[src/sv/llh_pkg.sv]
package llh_pkg;

	localparam int NUM_BUCKETS  = 32;
	localparam int NUM_CHANNELS = 4;

	localparam int SAMPLE_W  = 32;
	localparam int CNT_W     = 32;
	localparam int SUM_W     = 64;
	localparam int EST_W     = 32;
	localparam int Q_W       = 10;
	localparam int CH_PORT_W = 2;
	localparam int MSB_W     = $clog2(SAMPLE_W);

	localparam int CH_W      = (NUM_CHANNELS > 1) ? $clog2(NUM_CHANNELS) : 1;
	localparam int BKT_IDX_W = $clog2(NUM_BUCKETS);
	localparam int ADDR_W    = CH_W + BKT_IDX_W;
	localparam int MEM_DEPTH = 2 ** ADDR_W;

	localparam int PERMILLE = 1000;
	localparam int SCALE_W  = $clog2(PERMILLE);
	localparam int TGT_W    = Q_W + CNT_W;
	localparam int RUN_W    = CNT_W + SCALE_W + BKT_IDX_W;

	localparam int QUEUE_DEPTH = 2;
	localparam int QPTR_W      = (QUEUE_DEPTH > 1) ? $clog2(QUEUE_DEPTH) : 1;
	localparam int QCNT_W      = $clog2(QUEUE_DEPTH + 1);

	localparam int CFG_IDX_W = 2;
	localparam logic [CFG_IDX_W-1:0] CFG_LOW_Q  = 2'd0;
	localparam logic [CFG_IDX_W-1:0] CFG_HIGH_Q = 2'd1;
	localparam logic [Q_W-1:0] Q_LOW_RESET  = 10'd500;
	localparam logic [Q_W-1:0] Q_HIGH_RESET = 10'd990;

	localparam logic FUNC_RECORD = 1'b0;
	localparam logic FUNC_REPORT = 1'b1;

	typedef struct packed {
		logic                 func;
		logic [CH_PORT_W-1:0] channel;
		logic [SAMPLE_W-1:0]  sample;
		logic [BKT_IDX_W-1:0] bucket;
	} llh_op_t;

	typedef struct packed {
		logic full;
		logic empty;
	} llh_q_status_t;

	typedef struct packed {
		logic [Q_W-1:0] q_low;
		logic [Q_W-1:0] q_high;
	} llh_cfg_t;

	// Estimate for a bucket: 1 for bucket 0, else 2^i, its smallest sample, capped at the top bit.
	function automatic logic [EST_W-1:0] llh_bound(input logic [BKT_IDX_W-1:0] idx);
		logic [EST_W-1:0] r;
		r = '0;
		if (idx == '0) begin
			r[0] = 1'b1;
		end else if (int'(idx) >= EST_W - 1) begin
			r[EST_W-1] = 1'b1;
		end else begin
			r = EST_W'(1) << idx;
		end
		return r;
	endfunction

endpackage

[src/sv/llh_queue.sv]
module llh_queue (
	input  logic                   clk,
	input  logic                   arst_n,
	input  logic                   push,
	input  llh_pkg::llh_op_t       push_op,
	input  logic                   pop,
	output llh_pkg::llh_op_t       head,
	output llh_pkg::llh_q_status_t status
);
	import llh_pkg::*;

	llh_op_t           entry_q [QUEUE_DEPTH];
	logic [QPTR_W-1:0] wr_ptr_q;
	logic [QPTR_W-1:0] rd_ptr_q;
	logic [QCNT_W-1:0] fill_q;

	function automatic logic [QPTR_W-1:0] next_ptr(input logic [QPTR_W-1:0] p);
		if (int'(p) == QUEUE_DEPTH - 1) begin
			return '0;
		end
		return p + 1'b1;
	endfunction

	assign head         = entry_q[rd_ptr_q];
	assign status.full  = (fill_q == QCNT_W'(QUEUE_DEPTH));
	assign status.empty = (fill_q == '0);

	always_ff @(posedge clk or negedge arst_n) begin
		if (!arst_n) begin
			wr_ptr_q <= '0;
			rd_ptr_q <= '0;
			fill_q   <= '0;
		end else begin
			if (push) begin
				wr_ptr_q <= next_ptr(wr_ptr_q);
			end
			if (pop) begin
				rd_ptr_q <= next_ptr(rd_ptr_q);
			end
			if (push && !pop) begin
				fill_q <= fill_q + 1'b1;
			end else if (pop && !push) begin
				fill_q <= fill_q - 1'b1;
			end
		end
	end

	always_ff @(posedge clk) begin
		if (push) begin
			entry_q[wr_ptr_q] <= push_op;
		end
	end

endmodule

[config.mk]
export PLATFORM = sky130hd
export DESIGN_NAME = llh_queue
export DESIGN_NICKNAME = d
export VERILOG_FILES = /design/src/sv/llh_pkg.sv /design/src/sv/llh_queue.sv
export SDC_FILE = /design/constraint.sdc
export NUM_CORES = 1
export LEC_CHECK = 0
export BUFFER_PORTS_ARGS = -buffer_cell sky130_fd_sc_hd__buf_2
export CELL_PAD_IN_SITES_DETAIL_PLACEMENT = 1
export CELL_PAD_IN_SITES_GLOBAL_PLACEMENT = 1
export CORE_MARGIN = 2
export CORE_UTILIZATION = 40
export CTS_CLUSTER_SIZE = 40
export DETAILED_ROUTE_END_ITERATION = 10
export GPL_TIMING_DRIVEN = 0
export PLACE_DENSITY_LB_ADDON = 0.1
export RECOVER_POWER = 50
export SYNTH_ARGS = -nofsm -noshare
export SYNTH_HDL_FRONTEND = slang
export SYNTH_SLANG_ARGS = --single-unit
[constraint.sdc]
create_clock -name clk -period 2.8 [get_ports clk]
set_clock_uncertainty 0.05 [all_clocks]
set_input_delay 0.28 -clock clk [delete_from_list [all_inputs] [get_ports clk]]
set_output_delay 0.28 -clock clk [all_outputs]
set_load 0.01 [all_outputs]
==> flow_summary.yaml, run 1 <==
pwr:
  leakage_nw: 1.641
  pwr-share-comb: 0.340
  vdd_drop_max_mv: 0.4441
  p_sw_frac: 0.2734
  seqPwrFrac: 0.420
  intPower_mw: 3.021
  power.switching_mw: 1.137
  pwr-share-clk: 0.240
  p_per_area_mw_per_mm2: 1013
synth:
  ys.flop_type: "edfxtp_1"
  yosysMostFrequentCell: "edfxtp_1"
  synth_top_cell_area_share: 0.7331
  synth_cell_types: 13
  synth-edff-count: 80
  synth-async-reset-ratio: 0.04762
  synth_area_mm2: 0.003277
  synth.avg_cell_area_um2: 23.24
  synth_area_leader_cell: "edfxtp_1"
  synth_common_cells: "edfxtp_1, mux2_4, buf_12, dfrtp_1, xor2_1"
  synthCells: 141
  ys_seq_area_frac: 0.7637
  ys_ff_latch: 84
  yosysWarnings: 0
  synth_area_leaders: "edfxtp_1, mux2_4, dfrtp_1"
  syn_nets: 186
global_route:
  grt_pass1_wl_um: 8383
  antenna_found_initial: 0
  globalRoute.totalOverflow: 0
  grt_max_degree: 32
  grt_pass1_vias: 1628
  grt_usage: 0.1304
sta:
  setup_tns_ns: 0
  fmax_mhz: 463.2
  hold_viol: 0
  setup_violations: 0
  slew_violations: 0
  fin_crit_sh: 0.7710
  slew_headroom: 0.4537
  rsz0062_at_grt: "false"
  period_needed_ns: 2.159
  tightest_slew_ns: 0.8189
hold_path:
  min_to: "entry_q[0][35]"
  hp-start: "push_op[35]"
  holdPathStages: 1
  min_path_type: "input pin to flop"
detailed_routing:
  ant_nets: 0
  vias_per_cell: 4.594
  wl_per_cell_um: 15.60
  detail_route.first_pass.iterations: 3
  drc_errors: 0
  drt_iter0_drc: 34
  vias: 1608
  totalWireLength_um: 5461
floorplan:
  die_w_um: 94.51
  fp.coreArea_mm2: 0.008093
  io_pins: 86
  die_h_um: 94.51
  rows: 33
  start_util: 0.4049
  dieArea_mm2: 0.008932
cts:
  clk_path_buf_depth: 2
  clock_latency_ns: 0.33
  cts_tree: "yes"
  numClockSinks: 84
  hold_buffers: 1
  cts_resized: 0
  clk_pin_slew_worst_paths_ns: 0.08
  numCtsBuffers: 9
  cts_setup_buffers: 0
  htreeDepth: 3
  root_buffer: "clkbuf_8"
status:
  outcome: "completed"
critical_path:
  r2r_cells: 2
  end_kind: "output pin"
  r2r_slack_ns: 1.03
  r2r_end: "entry_q[1][6]"
  crit_arrival_ns: 1.83
  critPathRequiredTime_ns: 2.47
  critPathMaxFanout: 10
  path_class: "flop to output pin"
  critPathLaunchType: "flop"
  r2r_start: "wr_ptr_q"
final_layout:
  n_antenna_cell: 0
  syn_to_final_growth_pct: 25.20
  drive_gt1_frac: 0.5306
  instances_no_fill: 350
  final_nets: 285
  nFillCells: 799
placed_design:
  gp_congestion: 0.5875
  post-dp-hpwl_um: 3716
  dp_cells: 333
  io_buffers: 85
job:
  drv_cap: 0
==> power groups by stage <==
stage	clock (mW)	combinational (mW)	sequential, mW
floorplan	0	1.01	1.76
global placement	0	1.42	1.78
detailed placement	0	1.46	1.78
CTS	1.03	1.47	1.75
global route	1.07	1.53	1.77
finish	1.00	1.41	1.74
==> cells in the final DEF, fill, tap and decap left out, types with 2 or more instances in the layout <==
cell       instances
bufinv_16          3
buf_2             69
clkinv_4           2
clkbuf_1          17
dfrtp_1            4
mux2_4            39
clkbuf_8           9
nor2_1             2
buf_12             6
edfxtp_1          80
clkinv_1           2
xor2_1             4
==> area by class of cell <==
cell class | instances | area (um^2) | share of cell area
timing repair buffer | 88 | 455.4 | 0.1110
multi-input combinational | 51 | 686.9 | 0.1674
inverter | 1 | 3.754 | 0.0009149
buffer | 5 | 83.83 | 0.02043
tap | 105 | 131.4 | 0.03202
sequential | 84 | 2502 | 0.6099
clock inverter | 7 | 115.1 | 0.02806
clock buffer | 9 | 123.9 | 0.03019
==> critical path, cell delays in order, from the launching register on <==
cell and delay [ns]:
dfrtp_1 0.33, clkbuf_1 0.48, buf_12 0.23, mux2_4 0.31, buf_2 0.14
==> worst max path at each step <==
stage                     startpoint             end  slack (ns)  cells past startpoint
final                       rd_ptr_q         head[9]        0.64                      4
after CTS                   rd_ptr_q        head[16]        0.98                      4
after global placement          push  entry_q[0][36]       -1.10                      2
after floorplan             wr_ptr_q   entry_q[0][0]        0.11                      1
after detailed placement        push   entry_q[0][3]        1.20                      3
after global routing        rd_ptr_q        head[39]        0.56                      4
==> flip-flops by register name, summed over array words and instances (netlist names) <==
register and count:
rd_ptr_q 1, fill_q 2, wr_ptr_q 1, entry_q 80
==> per-stage QoR <==
stage | util | setup slack (ns) | total power, mW | area [um^2] | hold slack, ns
after global placement | 0.4737 | -1.103 | 3.201 | 3834 | 0.04567
final | 0.5070 | 0.6412 | 4.158 | 4103 | 0.07270
after detailed placement | 0.4797 | 1.201 | 3.241 | 3882 | 0.04530
after CTS | 0.5105 | 0.9827 | 4.255 | 4131 | 0.04816
after global routing | 0.5070 | 0.5570 | 4.375 | 4103 | 0.05088
after floorplan | - | 0.1150 | 2.773 | 3277 | -0.06559
==> logic make-up (layout without fill, tap and decap cells) <==
kind of cell  after synthesis  in the layout  share of synthesized area
buf+inv                     6            110                    0.02902
simple gates                5              5                   0.008020
flops                      84             84                     0.7637
xor+xnor                    5              5                    0.01336
mux                        40             40                     0.1821
fa+ha+maj                   1              1                   0.003818
==> routing by layer <==
layer	global-route usage	up-vias	routed length [um]
li1	-	743	-
met1	0.1527	805	2277
met2	0.2202	51	2777
met3	0.03671	9	315
met4	0.06522	0	91
met5	0	-	0
No activity file was read; power rests on OpenSTA's default activity.
==> inputs of run 2 (changes only) <==
clock period = 1.9 ns   (was 2.8 ns; I/O delays follow)
==> run 2 against run 1 <==
  * Core utilization grew 4.5 points
  * Global-route usage is 0.40 points higher
  * Cell count rose by 12%
  * Combinational power rose by 52%
  * Design area rose by 8.8%
  * Routed wire length increased by 5.5%
  * Register-to-register slack got worse by 0.74 ns
  * Critical path depth is the same
  * Count of clock-buffer cells in the layout is 1 higher
  * Sequential power is 48% higher
  * Largest power group unchanged
==> flow_summary.yaml, run 2 (same netlist as run 1, synthesis figures left out) <==
critical_path:
  path_class: "flop to output pin"
  slowest_stage: "dfrtp_1"
  r2r_cells: 2
  r2r_start: "wr_ptr_q"
  critPathMaxFanout: 10
  r2r_slack_ns: 0.29
  r2r_end: "entry_q[1][18]"
  critical_path.cell_chain: "buf_6, buf_12, mux2_4, buf_2"
  end_kind: "output pin"
  critPathRequiredTime_ns: 1.66
  crit_cells: 4
  critPathBufInv: 3
  critPathLaunchType: "flop"
  crit_arrival_ns: 1.45
  cp-startpoint: "rd_ptr_q"
  crit_end: "head[37]"
  cpPeakStageDelay_ns: 0.37
  critPathTopFamily: "buffers and inverters"
placed_design:
  place_area_mm2: 0.003862
  io_buffers: 85
  gp_congestion: 0.6475
  post-dp-hpwl_um: 3395
hold_path:
  min_path_type: "input pin to flop"
job:
  drv_cap: 0
global_route:
  grt_usage: 0.1343
  grt_max_degree: 41
  globalRoute.totalOverflow: 0
  grt_pass1_wl_um: 8914
  antenna_found_initial: 0
  grt_pass1_vias: 1902
final_layout:
  fin_area_mm2: 0.004466
  layout_common_cells: "edfxtp_1, buf_2, dlygate4sd3_1, mux2_4, clkbuf_1"
  drive_gt1_frac: 0.4126
  largest-register: "entry_q"
  reg_top3: "entry_q: 80 flops, fill_q: 2 flops"
  largest_register_ffs: 80
  final_nets: 326
  syn_to_final_growth_pct: 36.27
  final_util: 0.5518
  n_antenna_cell: 0
  layout_commonest_cell: "edfxtp_1"
floorplan:
  start_util: 0.4049
  fp.coreArea_mm2: 0.008093
  die_w_um: 94.51
  dieArea_mm2: 0.008932
  io_pins: 86
  die_h_um: 94.51
  rows: 33
cts:
  root_buffer: "clkbuf_8"
  htreeDepth: 3
  cts_tree: "yes"
  clk_path_buf_depth: 2
  numClockSinks: 84
  clock_latency_ns: 0.33
  clk_pin_slew_worst_paths_ns: 0.07
  numCtsBuffers: 9
status:
  outcome: "completed"
detailed_routing:
  wl_per_cell_um: 14.74
  totalWireLength_um: 5763
  drc_errors: 0
  drt_iter0_drc: 37
  vias_per_cell: 4.412
  ant_nets: 0
  vias: 1725
  detail_route.first_pass.iterations: 4
sta:
  setup_violations: 0
  fin_crit_sh: 0.8881
  rsz0062_at_grt: "false"
  hold_viol: 0
  slew_headroom: 0.5294
  whs_ns: 0.06112
  fmax_mhz: 592.6
  slew_violations: 0
  period_needed_ns: 1.687
  tightest_slew_ns: 0.7045
pwr:
  leakage_nw: 1.767
  vdd_drop_max_mv: 0.5701
  p_per_area_mw_per_mm2: 1355
==> run 2: cell types whose count changed in the layout (fill, tap and decap cells not counted), sizes merged <==
cell,change
clkbuf,+15
nor2b,+1
dlygate4sd3,+41
buf,-15
bufinv,-1
==> run 2: worst reg2reg max path: stages (launching register included) <==
cell     delay, ns
dfrtp_1       0.48
and2_2        0.52
buf_12        0.25
==> run 2: area by class of cell <==
class                      instances  area [um^2]
buffer                             5        91.34
clock buffer                      10        127.6
clock inverter                     6        78.83
fill                             787         3627
inverter                           1        3.754
multi-input combinational         52        701.9
sequential                        84         2502
tap                              105        131.4
timing repair buffer             128        828.3
==> run 2: timing repair <==
item,CTS,global route
hold buffers,42,0
hold endpoints to repair,85,0
buffers inserted,0,0
resized for setup,0,1
endpoints found under the setup margin,0,40
==> run 2: power breakdown <==
part	internal [mW]	switching [mW]	total, mW
Sequential	2.46	0.123	2.58
Combinational	1.18	0.971	2.15
Clock	0.730	0.587	1.32
==> run 2: worst min-delay path by stage <==
stage / startpoint / slack, ns / endpoint / cells after the start
after floorplan: arst_n / -0.16 / fill_q[0] / 0
after global placement: arst_n / -0.05 / fill_q[1] / 1
final: push / 0.06 / wr_ptr_q / 2
after detailed placement: arst_n / -0.05 / fill_q[1] / 1
after CTS: push / 0.03 / wr_ptr_q / 2
after global routing: push / 0.06 / wr_ptr_q / 2
==> run 2: metrics by stage <==
stage | setup TNS, ns | setup WS [ns] | instances | power [mW]
after floorplan | 0 | 0.04666 | 141 | 4.087
after global placement | -23.80 | -0.5957 | 331 | 4.703
after detailed placement | 0 | 0.04040 | 332 | 4.737
after CTS | 0 | 0.02911 | 390 | 6.137
after global routing | 0 | 0.1478 | 391 | 6.374
final | 0 | 0.2125 | 391 | 6.050
==> run 2: per-layer routing <==
metal / vias up / track usage / wire length (um)
li1: 828 / - / -
met1: 843 / 0.1632 / 2587
met2: 50 / 0.2244 / 2892
met3: 4 / 0.04549 / 240
met4: 0 / 0.04710 / 42
met5: - / 0 / 0
