===== config.mk =====
export PLATFORM = sky130hd
export DESIGN_NAME = llh_front
export DESIGN_NICKNAME = d
export VERILOG_FILES = /design/src/sv/llh_pkg.sv /design/src/sv/llh_front.sv
export SDC_FILE = /design/constraint.sdc
export NUM_CORES = 1
export LEC_CHECK = 0
export BUFFER_PORTS_ARGS = -buffer_cell sky130_fd_sc_hd__buf_2
export CAP_MARGIN = 20
export CORE_UTILIZATION = 46
export CTS_CLUSTER_SIZE = 14
export DETAILED_ROUTE_END_ITERATION = 16
export PLACE_DENSITY = 0.89
export SETUP_SLACK_MARGIN = 0.2
export SLEW_MARGIN = 15
export SYNTH_ARGS = -nofsm -noshare
export SYNTH_HDL_FRONTEND = slang
export SYNTH_SLANG_ARGS = --single-unit

===== constraint.sdc =====
create_clock -name clk -period 4.5 [get_ports clk]
set_input_delay 0.675 -clock clk [delete_from_list [all_inputs] [get_ports clk]]
set_output_delay 0.675 -clock clk [all_outputs]
set_load 0.1 [all_outputs]

===== src/sv/llh_pkg.sv =====
package llh_pkg;

	localparam int NUM_BUCKETS  = 32;
	localparam int NUM_CHANNELS = 4;

	localparam int SAMPLE_W  = 32;
	localparam int CNT_W     = 32;
	localparam int SUM_W     = 64;
	localparam int EST_W     = 32;
	localparam int Q_W       = 10;
	localparam int CH_PORT_W = 2;
	localparam int MSB_W     = $clog2(SAMPLE_W);

	localparam int CH_W      = (NUM_CHANNELS > 1) ? $clog2(NUM_CHANNELS) : 1;
	localparam int BKT_IDX_W = $clog2(NUM_BUCKETS);
	localparam int ADDR_W    = CH_W + BKT_IDX_W;
	localparam int MEM_DEPTH = 2 ** ADDR_W;

	localparam int PERMILLE = 1000;
	localparam int SCALE_W  = $clog2(PERMILLE);
	localparam int TGT_W    = Q_W + CNT_W;
	localparam int RUN_W    = CNT_W + SCALE_W + BKT_IDX_W;

	localparam int QUEUE_DEPTH = 2;
	localparam int QPTR_W      = (QUEUE_DEPTH > 1) ? $clog2(QUEUE_DEPTH) : 1;
	localparam int QCNT_W      = $clog2(QUEUE_DEPTH + 1);

	localparam int CFG_IDX_W = 2;
	localparam logic [CFG_IDX_W-1:0] CFG_LOW_Q  = 2'd0;
	localparam logic [CFG_IDX_W-1:0] CFG_HIGH_Q = 2'd1;
	localparam logic [Q_W-1:0] Q_LOW_RESET  = 10'd500;
	localparam logic [Q_W-1:0] Q_HIGH_RESET = 10'd990;

	localparam logic FUNC_RECORD = 1'b0;
	localparam logic FUNC_REPORT = 1'b1;

	typedef struct packed {
		logic                 func;
		logic [CH_PORT_W-1:0] channel;
		logic [SAMPLE_W-1:0]  sample;
		logic [BKT_IDX_W-1:0] bucket;
	} llh_op_t;

	typedef struct packed {
		logic full;
		logic empty;
	} llh_q_status_t;

	typedef struct packed {
		logic [Q_W-1:0] q_low;
		logic [Q_W-1:0] q_high;
	} llh_cfg_t;

	// Estimate for a bucket: 1 for bucket 0, else 2^i, its smallest sample, capped at the top bit.
	function automatic logic [EST_W-1:0] llh_bound(input logic [BKT_IDX_W-1:0] idx);
		logic [EST_W-1:0] r;
		r = '0;
		if (idx == '0) begin
			r[0] = 1'b1;
		end else if (int'(idx) >= EST_W - 1) begin
			r[EST_W-1] = 1'b1;
		end else begin
			r = EST_W'(1) << idx;
		end
		return r;
	endfunction

endpackage


===== src/sv/llh_front.sv =====
module llh_front (
	input  logic                          clk,
	input  logic                          arst_n,
	input  logic                          start,
	input  logic                          func,
	input  logic [llh_pkg::CH_PORT_W-1:0] channel,
	input  logic [llh_pkg::SAMPLE_W-1:0]  sample,
	input  logic                          clearing,
	input  llh_pkg::llh_q_status_t        q_status,
	output logic                          busy,
	output logic                          push,
	output llh_pkg::llh_op_t              push_op
);
	import llh_pkg::*;

	logic                 valid_s1;
	logic                 func_s1;
	logic [CH_PORT_W-1:0] channel_s1;
	logic [SAMPLE_W-1:0]  sample_s1;
	logic [MSB_W-1:0]     msb;
	logic [BKT_IDX_W-1:0] bucket;
	logic                 accept;

	assign busy   = clearing | (valid_s1 & q_status.full);
	assign accept = start & ~busy;
	assign push   = valid_s1 & ~q_status.full;

	// floor(log2), with 0 and 1 both landing in bucket 0
	always_comb begin
		msb = '0;
		for (int i = 1; i < SAMPLE_W; i++) begin
			if (sample_s1[i]) begin
				msb = MSB_W'(i);
			end
		end
		if (int'(msb) > NUM_BUCKETS - 1) begin
			bucket = BKT_IDX_W'(NUM_BUCKETS - 1);
		end else begin
			bucket = BKT_IDX_W'(msb);
		end
	end

	always_comb begin
		push_op.func    = func_s1;
		push_op.channel = channel_s1;
		push_op.sample  = sample_s1;
		push_op.bucket  = bucket;
	end

	always_ff @(posedge clk or negedge arst_n) begin
		if (!arst_n) begin
			valid_s1 <= 1'b0;
		end else if (accept) begin
			valid_s1 <= 1'b1;
		end else if (push) begin
			valid_s1 <= 1'b0;
		end
	end

	always_ff @(posedge clk) begin
		if (accept) begin
			func_s1    <= func;
			channel_s1 <= channel;
			sample_s1  <= sample;
		end
	end

endmodule


==> results of run 1 <==
## cells by family after synthesis
kind of cell	Yosys count	synth area share [%]
buffers and inverters	7	2.050
AND/OR/NAND/NOR	37	13.49
flip-flops	36	73.44
AO/OA/AOI/OAI	22	11.02
## cell type report
type | count | area (um2) | share of cell area (%)
clock inverters | 3 | 37.54 | 1.876
multi-input cells | 59 | 359.1 | 17.95
clock buffers | 5 | 37.54 | 1.876
inverters | 6 | 22.52 | 1.126
repair buffers | 82 | 412.9 | 20.64
well taps | 44 | 55.05 | 2.752
flip-flops and latches | 36 | 1076 | 53.78
## routing by layer
metal | track usage [%] | up-vias | wire length [um] | part of all wire (%)
met5 | 0 | - | 0 | 0
met4 | 13.27 | 0 | 142 | 4.2
met3 | 7.033 | 13 | 226 | 6.6
met2 | 35.80 | 55 | 1796 | 53
met1 | 24.24 | 588 | 1246 | 37
li1 | - | 571 | - | -
## sequential cells by signal (all words and copies together) (netlist names)
name        flops
sample_s1      32
func_s1         1
channel_s1      2
valid_s1        1
## per-stage QoR
step / utilization (%) / setup slack (ps) / cells / hold WS (ps) / cell area [um2]
2_1_floorplan: - / 249.7 / 102 / 379.4 / 1465
3_5_place_dp: 63.60 / 1971 / 227 / 451.1 / 1926
5_1_grt: 66.07 / 1480 / 235 / 75.71 / 2001
6_report: 66.07 / 1604 / 235 / 97.60 / 2001
3_3_place_gp: 63.60 / 2007 / 227 / 450.8 / 1926
4_1_cts: 66.07 / 1600 / 235 / 85.36 / 2001
## worst min-delay path by stage
stage                                      end  startpoint  cells after the start  slack (ps)
after floorplan           valid_s1$_DFFE_PN0P_      arst_n                      0         380
after global placement    valid_s1$_DFFE_PN0P_      arst_n                      1         450
after detailed placement  valid_s1$_DFFE_PN0P_      arst_n                      1         450
after CTS                 valid_s1$_DFFE_PN0P_      arst_n                      1          90
after global routing      valid_s1$_DFFE_PN0P_      arst_n                      1          80
final                     valid_s1$_DFFE_PN0P_      arst_n                      1         100
## worst max-delay path, delay by kind of cell (launching register included)
family          cells  cell delay, ps
compound gates      3             420
flops               1             450
simple gates        1             560
buf+inv             1             450
## cells in the mapped netlist, drive strengths merged
| cell | instances | share of area (%) |
|---|---|---|
| a21oi | 4 | 1.4 |
| o21bai | 2 | 1.0 |
| o31ai | 1 | 0.51 |
| nor4 | 4 | 1.7 |
| nand3 | 1 | 0.34 |
| and4b | 1 | 0.68 |
| inv | 6 | 1.5 |
| nand2b | 2 | 0.85 |
| and3 | 1 | 0.43 |
| a221oi | 3 | 2.2 |
| nor3 | 3 | 1.0 |
| or3 | 2 | 0.85 |
| a21o | 1 | 0.51 |
| nor2b | 3 | 1.3 |
| dfrtp | 1 | 1.7 |
| o311ai | 2 | 1.2 |
| buf | 1 | 0.51 |
| nor2 | 14 | 3.6 |
| edfxtp | 35 | 72 |
| o211ai | 2 | 1.4 |
| a31oi | 1 | 0.43 |
| or4 | 3 | 1.8 |
| and2 | 1 | 0.43 |
| o21ai | 4 | 1.4 |
| a21boi | 2 | 1.0 |
| nand2 | 2 | 0.51 |
## placed cells by master (no fill, tap or decap)
cell / n
a21boi_0: 1
a21boi_1: 1
a21o_1: 1
a21oi_1: 4
a221oi_1: 2
a221oi_2: 1
a31oi_1: 1
and2_1: 1
and3_1: 1
and4b_1: 1
buf_2: 81
buf_4: 1
bufinv_16: 1
clkbuf_4: 5
clkinv_1: 2
dfrtp_1: 1
edfxtp_1: 35
inv_1: 6
nand2_1: 2
nand2b_1: 2
nand3_1: 1
nor2_1: 14
nor2b_1: 3
nor3_1: 3
nor4_1: 4
o211ai_1: 1
o211ai_2: 1
o21ai_0: 3
o21ai_1: 1
o21bai_1: 2
o311ai_0: 2
o31ai_1: 1
or3_1: 2
or4_1: 2
or4_4: 1
## power groups by stage
stage / Sequential [mW] / Clock (mW) / Combinational (mW)
finish: 0.400 / 0.217 / 0.168
global route: 0.402 / 0.236 / 0.173
CTS: 0.400 / 0.220 / 0.168
detailed placement: 0.407 / 0 / 0.168
global placement: 0.406 / 0 / 0.166
floorplan: 0.498 / 0 / 0.0398
==> results.py, run 1 <==
metrics = {
    "setup_path": {
        "cp_slowest_cell": "or4_1",
        "r2r_cells": 3,
        "endpoint": "push_op[2]",
        "reg2reg_slack_ps": 2790,
        "cp-end-kind": "output pin",
        "slowest_delay_ps": 560,
        "path_cells": "or4_1, o21bai_1, a21boi_1, o211ai_2, buf_2",
        "r2r_end": "sample_s1[16]$_DFFE_PP_",
        "startpoint": "sample_s1[9]$_DFFE_PP_",
        "path_class": "reg2out",
        "reg2reg_from": "valid_s1$_DFFE_PN0P_",
        "path_max_fanout": 5,
        "crit_arrival_ps": 2220,
        "worst_setup_path_start_kind": "flop",
        "crit_required_ps": 3830,
    },
    "timing": {
        "maxSlewViolCount": 0,
        "relSlewSlack_pct": 65.45,
        "setup_viol": 0,
        "fin_crit_ps": 2896,
        "fin_skew_ps": 9.320,
        "rsz0062_at_grt": "no",
        "tightest_slew_ps": 513.5,
        "period_share_pct": 64.36,
        "hold_viol": 0,
        "max_freq_ghz": 0.3453,
        "fin_setup_tns_ps": 0,
    },
    "min_path": {
        "hp-class": "in2async",
    },
    "floorplanning": {
        "fp.dieH_um": 58.44,
        "num_rows": 20,
        "start_util_pct": 48.39,
        "die_width_um": 58.44,
        "core_area_um2": 3028,
        "die-area_um2": 3415,
        "ios": 83,
    },
    "cells_and_area": {
        "nNetsFinal": 231,
        "drive_above_1_share_pct": 47.64,
        "n_antenna_cell": 0,
        "area_delta_synth_final_pct": 36.55,
        "nFillCells": 223,
    },
    "route": {
        "via_count": 1227,
        "wl_per_cell_um": 14.51,
        "wirelength_um": 3411,
        "dr.pass1.iters": 4,
        "via_per_inst": 5.221,
        "drc": 0,
        "drtAntennaViolNets": 0,
        "first_iter_violations": 33,
    },
    "global_routing": {
        "grt_pass1_wl_um": 5195,
        "grt-ovfl-total": 0,
        "grt_max_degree": 28,
        "first_global_vias": 1129,
        "grt_use_total_pct": 21.58,
        "antenna_found_initial": 0,
    },
    "logic_synthesis": {
        "avgSynthCellArea_um2": 14.36,
        "syn_nets": 143,
        "yosysUniqueCellTypes": 31,
        "yosysSeqAreaShare_pct": 73.44,
        "synth_warnings": 0,
        "syn_area_um2": 1465,
        "synth-seq-cells": 36,
        "syn_inst": 102,
    },
    "cts": {
        "ctsHoldBuffers": 0,
        "cts_resized": 0,
        "numClockSinks": 36,
        "ctsHtreeMaxLevel": 2,
        "post_cts_buffers": 0,
        "cts_tree": "built",
        "clockBufferDepth": 2,
        "cts_made_buffers": 5,
        "ctsRootBufferMaster": "clkbuf_4",
        "cts.clk_slew.worst_paths_ps": 110,
        "insertion_delay_ps": 330,
    },
    "status": {
        "status": "completed",
    },
    "power": {
        "p_int_mw": 0.5295,
        "power_frac_comb_pct": 21.4,
        "power_mw": 0.7848,
        "p_leak_nw": 0.8367,
        "power.switching_mw": 0.2553,
        "p_per_area_nw_per_um2": 392.3,
        "peakVddDrop_mv": 0.2726,
        "power_frac_seq_pct": 51.0,
        "clkPwrFrac_pct": 27.7,
        "switching_share_pct": 32.53,
    },
    "placed_design": {
        "gp_congestion": 0.8312,
        "hpwl_um": 2642,
        "io_buffer_count": 81,
    },
    "run": {
        "maxCapViolCount": 0,
    },
}
Power figures use the tool's default switching activity.
==> run 2, diff against run 1 <==
CORE_UTILIZATION = 43   (was 46)
PLACE_DENSITY = 0.84   (was 0.89)
clock period = 3 ns   (was 4.5 ns; I/O delays follow)
==> run 2 against run 1 <==
  * Clock skew decreased by 3.9 ps
  * Global-route usage decreased by 0.33 points
  * Clock power increased by 9.2%
  * Design area increased by 0.63%
  * Register-to-register slack got worse by 1500 ps
  * Die area increased by 6.7%
  * Cell count increased by 0.43%
  * Critical path depth decreased by 1
  * First-iteration DRC count increased by 24%
  * Power increased by 39%
  * Critical endpoint is now push_op[1]
  * Largest power group unchanged
==> results.py, run 2 (synthesized netlist as in run 1, its figures left out) <==
metrics = {
    "route": {
        "first_iter_violations": 41,
        "via_count": 1212,
        "via_per_inst": 5.136,
        "dr.pass1.iters": 4,
        "wirelength_um": 3605,
        "drc": 0,
        "drtAntennaViolNets": 0,
        "wl_per_cell_um": 15.28,
    },
    "placed_design": {
        "dp.cells": 227,
        "hpwl_um": 2868,
        "io_buffer_count": 81,
        "gp_congestion": 0.8159,
        "pre_cts_ws_ps": 593.2,
    },
    "cells_and_area": {
        "n_antenna_cell": 0,
        "reg_top3": "sample_s1: 32 flops, channel_s1: 2 flops",
        "layoutNonFillerInstCount": 236,
        "largest_reg_flops": 32,
        "regMostFlops": "sample_s1",
        "final_cell_mix": "buf_2, edfxtp_1, nor2_1, inv_1, clkbuf_4",
        "drive_above_1_share_pct": 47.40,
        "nNetsFinal": 232,
        "area_delta_synth_final_pct": 37.40,
        "final_common_cell": "buf_2",
    },
    "min_path": {
        "hp-class": "in2reg",
    },
    "cts": {
        "ctsHtreeMaxLevel": 2,
        "cts.clk_slew.worst_paths_ps": 100,
        "insertion_delay_ps": 340,
        "cts_tree": "built",
        "cts_made_buffers": 5,
        "post_cts_buffers": 0,
        "ctsRootBufferMaster": "clkbuf_4",
        "clockBufferDepth": 2,
        "numClockSinks": 36,
    },
    "timing": {
        "fin_skew_ps": 5.467,
        "fin_crit_ps": 2664,
        "worst_slack_ps": 336.1,
        "hold_viol": 0,
        "period_share_pct": 88.80,
        "maxSlewViolCount": 0,
        "fin_setup_tns_ps": 0,
        "max_freq_ghz": 0.3754,
        "rsz0062_at_grt": "no",
        "setup_viol": 0,
        "tightest_slew_ps": 527.9,
        "relSlewSlack_pct": 64.36,
    },
    "global_routing": {
        "antenna_found_initial": 0,
        "use_met2_pct": 37.05,
        "grt-ovfl-total": 0,
        "grt_pass1_wl_um": 5437,
        "grt_busiest_layer": "met2",
        "globalRouteMet1Util_pct": 23.53,
        "grt_max_degree": 30,
        "grt_use_total_pct": 21.25,
        "met3_usage_pct": 7.463,
        "first_global_vias": 1191,
    },
    "run": {
        "maxCapViolCount": 0,
    },
    "power": {
        "p_per_area_nw_per_um2": 543.4,
        "peakVddDrop_mv": 0.3801,
        "p_leak_nw": 0.8332,
        "power_mw": 1.094,
    },
    "floorplanning": {
        "start_util_pct": 46.47,
        "ios": 83,
        "die_width_um": 60.37,
        "die-area_um2": 3645,
        "core_area_um2": 3153,
        "fp.dieH_um": 60.37,
        "num_rows": 20,
    },
    "setup_path": {
        "reg2reg_slack_ps": 1330,
        "worst_setup_path_start_kind": "flop",
        "path_class": "reg2out",
        "path_max_fanout": 6,
        "crit_arrival_ps": 2210,
        "cp-end-kind": "output pin",
        "crit_required_ps": 2550,
    },
    "status": {
        "status": "completed",
    },
}
## run 2: repair_timing
action                     CTS  global route
setup endpoints to repair    1             1
hold buffers                 1             0
resized for setup            1             1
hold endpoints to repair     1             0
## run 2: path summary, 6_finish.rpt
kind / end / cells after the start / startpoint
hold reg to reg: valid_s1$_DFFE_PN0P_ / 1 / valid_s1$_DFFE_PN0P_
hold / removal: sample_s1[4]$_DFFE_PP_ / 1 / sample[4]
setup reg to reg: sample_s1[29]$_DFFE_PP_ / 3 / valid_s1$_DFFE_PN0P_
max in group asynchronous: valid_s1$_DFFE_PN0P_ / 2 / arst_n
setup / recovery: push_op[1] / 4 / sample_s1[24]$_DFFE_PP_
min in group asynchronous: valid_s1$_DFFE_PN0P_ / 2 / arst_n
## run 2: critical path: stages (launching register included)
cell,delay [ps]
edfxtp_1,490
nor4_1,460
o311ai_0,300
o21ai_2,180
buf_2,440
## run 2: metal layers
| metal | vias up | wire, um |
|---|---|---|
| met2 | 57 | 1938 |
| met1 | 573 | 1339 |
| met4 | 0 | 74 |
| met5 | - | 0 |
| met3 | 7 | 252 |
| li1 | 575 | - |
## run 2: report_power, final
| group | total [mW] | leakage (nW) | internal, mW | switching, mW |
|---|---|---|---|---|
| clock network | 0.237 | 0.0269 | 0.0900 | 0.147 |
| logic | 0.256 | 0.468 | 0.0468 | 0.209 |
| registers | 0.600 | 0.339 | 0.580 | 0.0206 |
## run 2: metrics by stage
stage	util (%)	instance area [um2]	hold WS (ps)
final	63.85	2013	276.8
after global routing	63.85	2013	246.3
after CTS	63.77	2011	263.9
after detailed placement	61.83	1949	229.1
after global placement	61.83	1949	225.3
after floorplan	-	1489	154.4
## run 2: area by class of cell
type	count	area, um2
Tap cell	44	55.05
Timing Repair Buffer	83	427.9
Sequential cell	36	1076
Fill cell	269	1140
Multi-Input combinational cell	59	382.9
Inverter	6	22.52
Clock buffer	7	45.04
Clock inverter	1	3.754
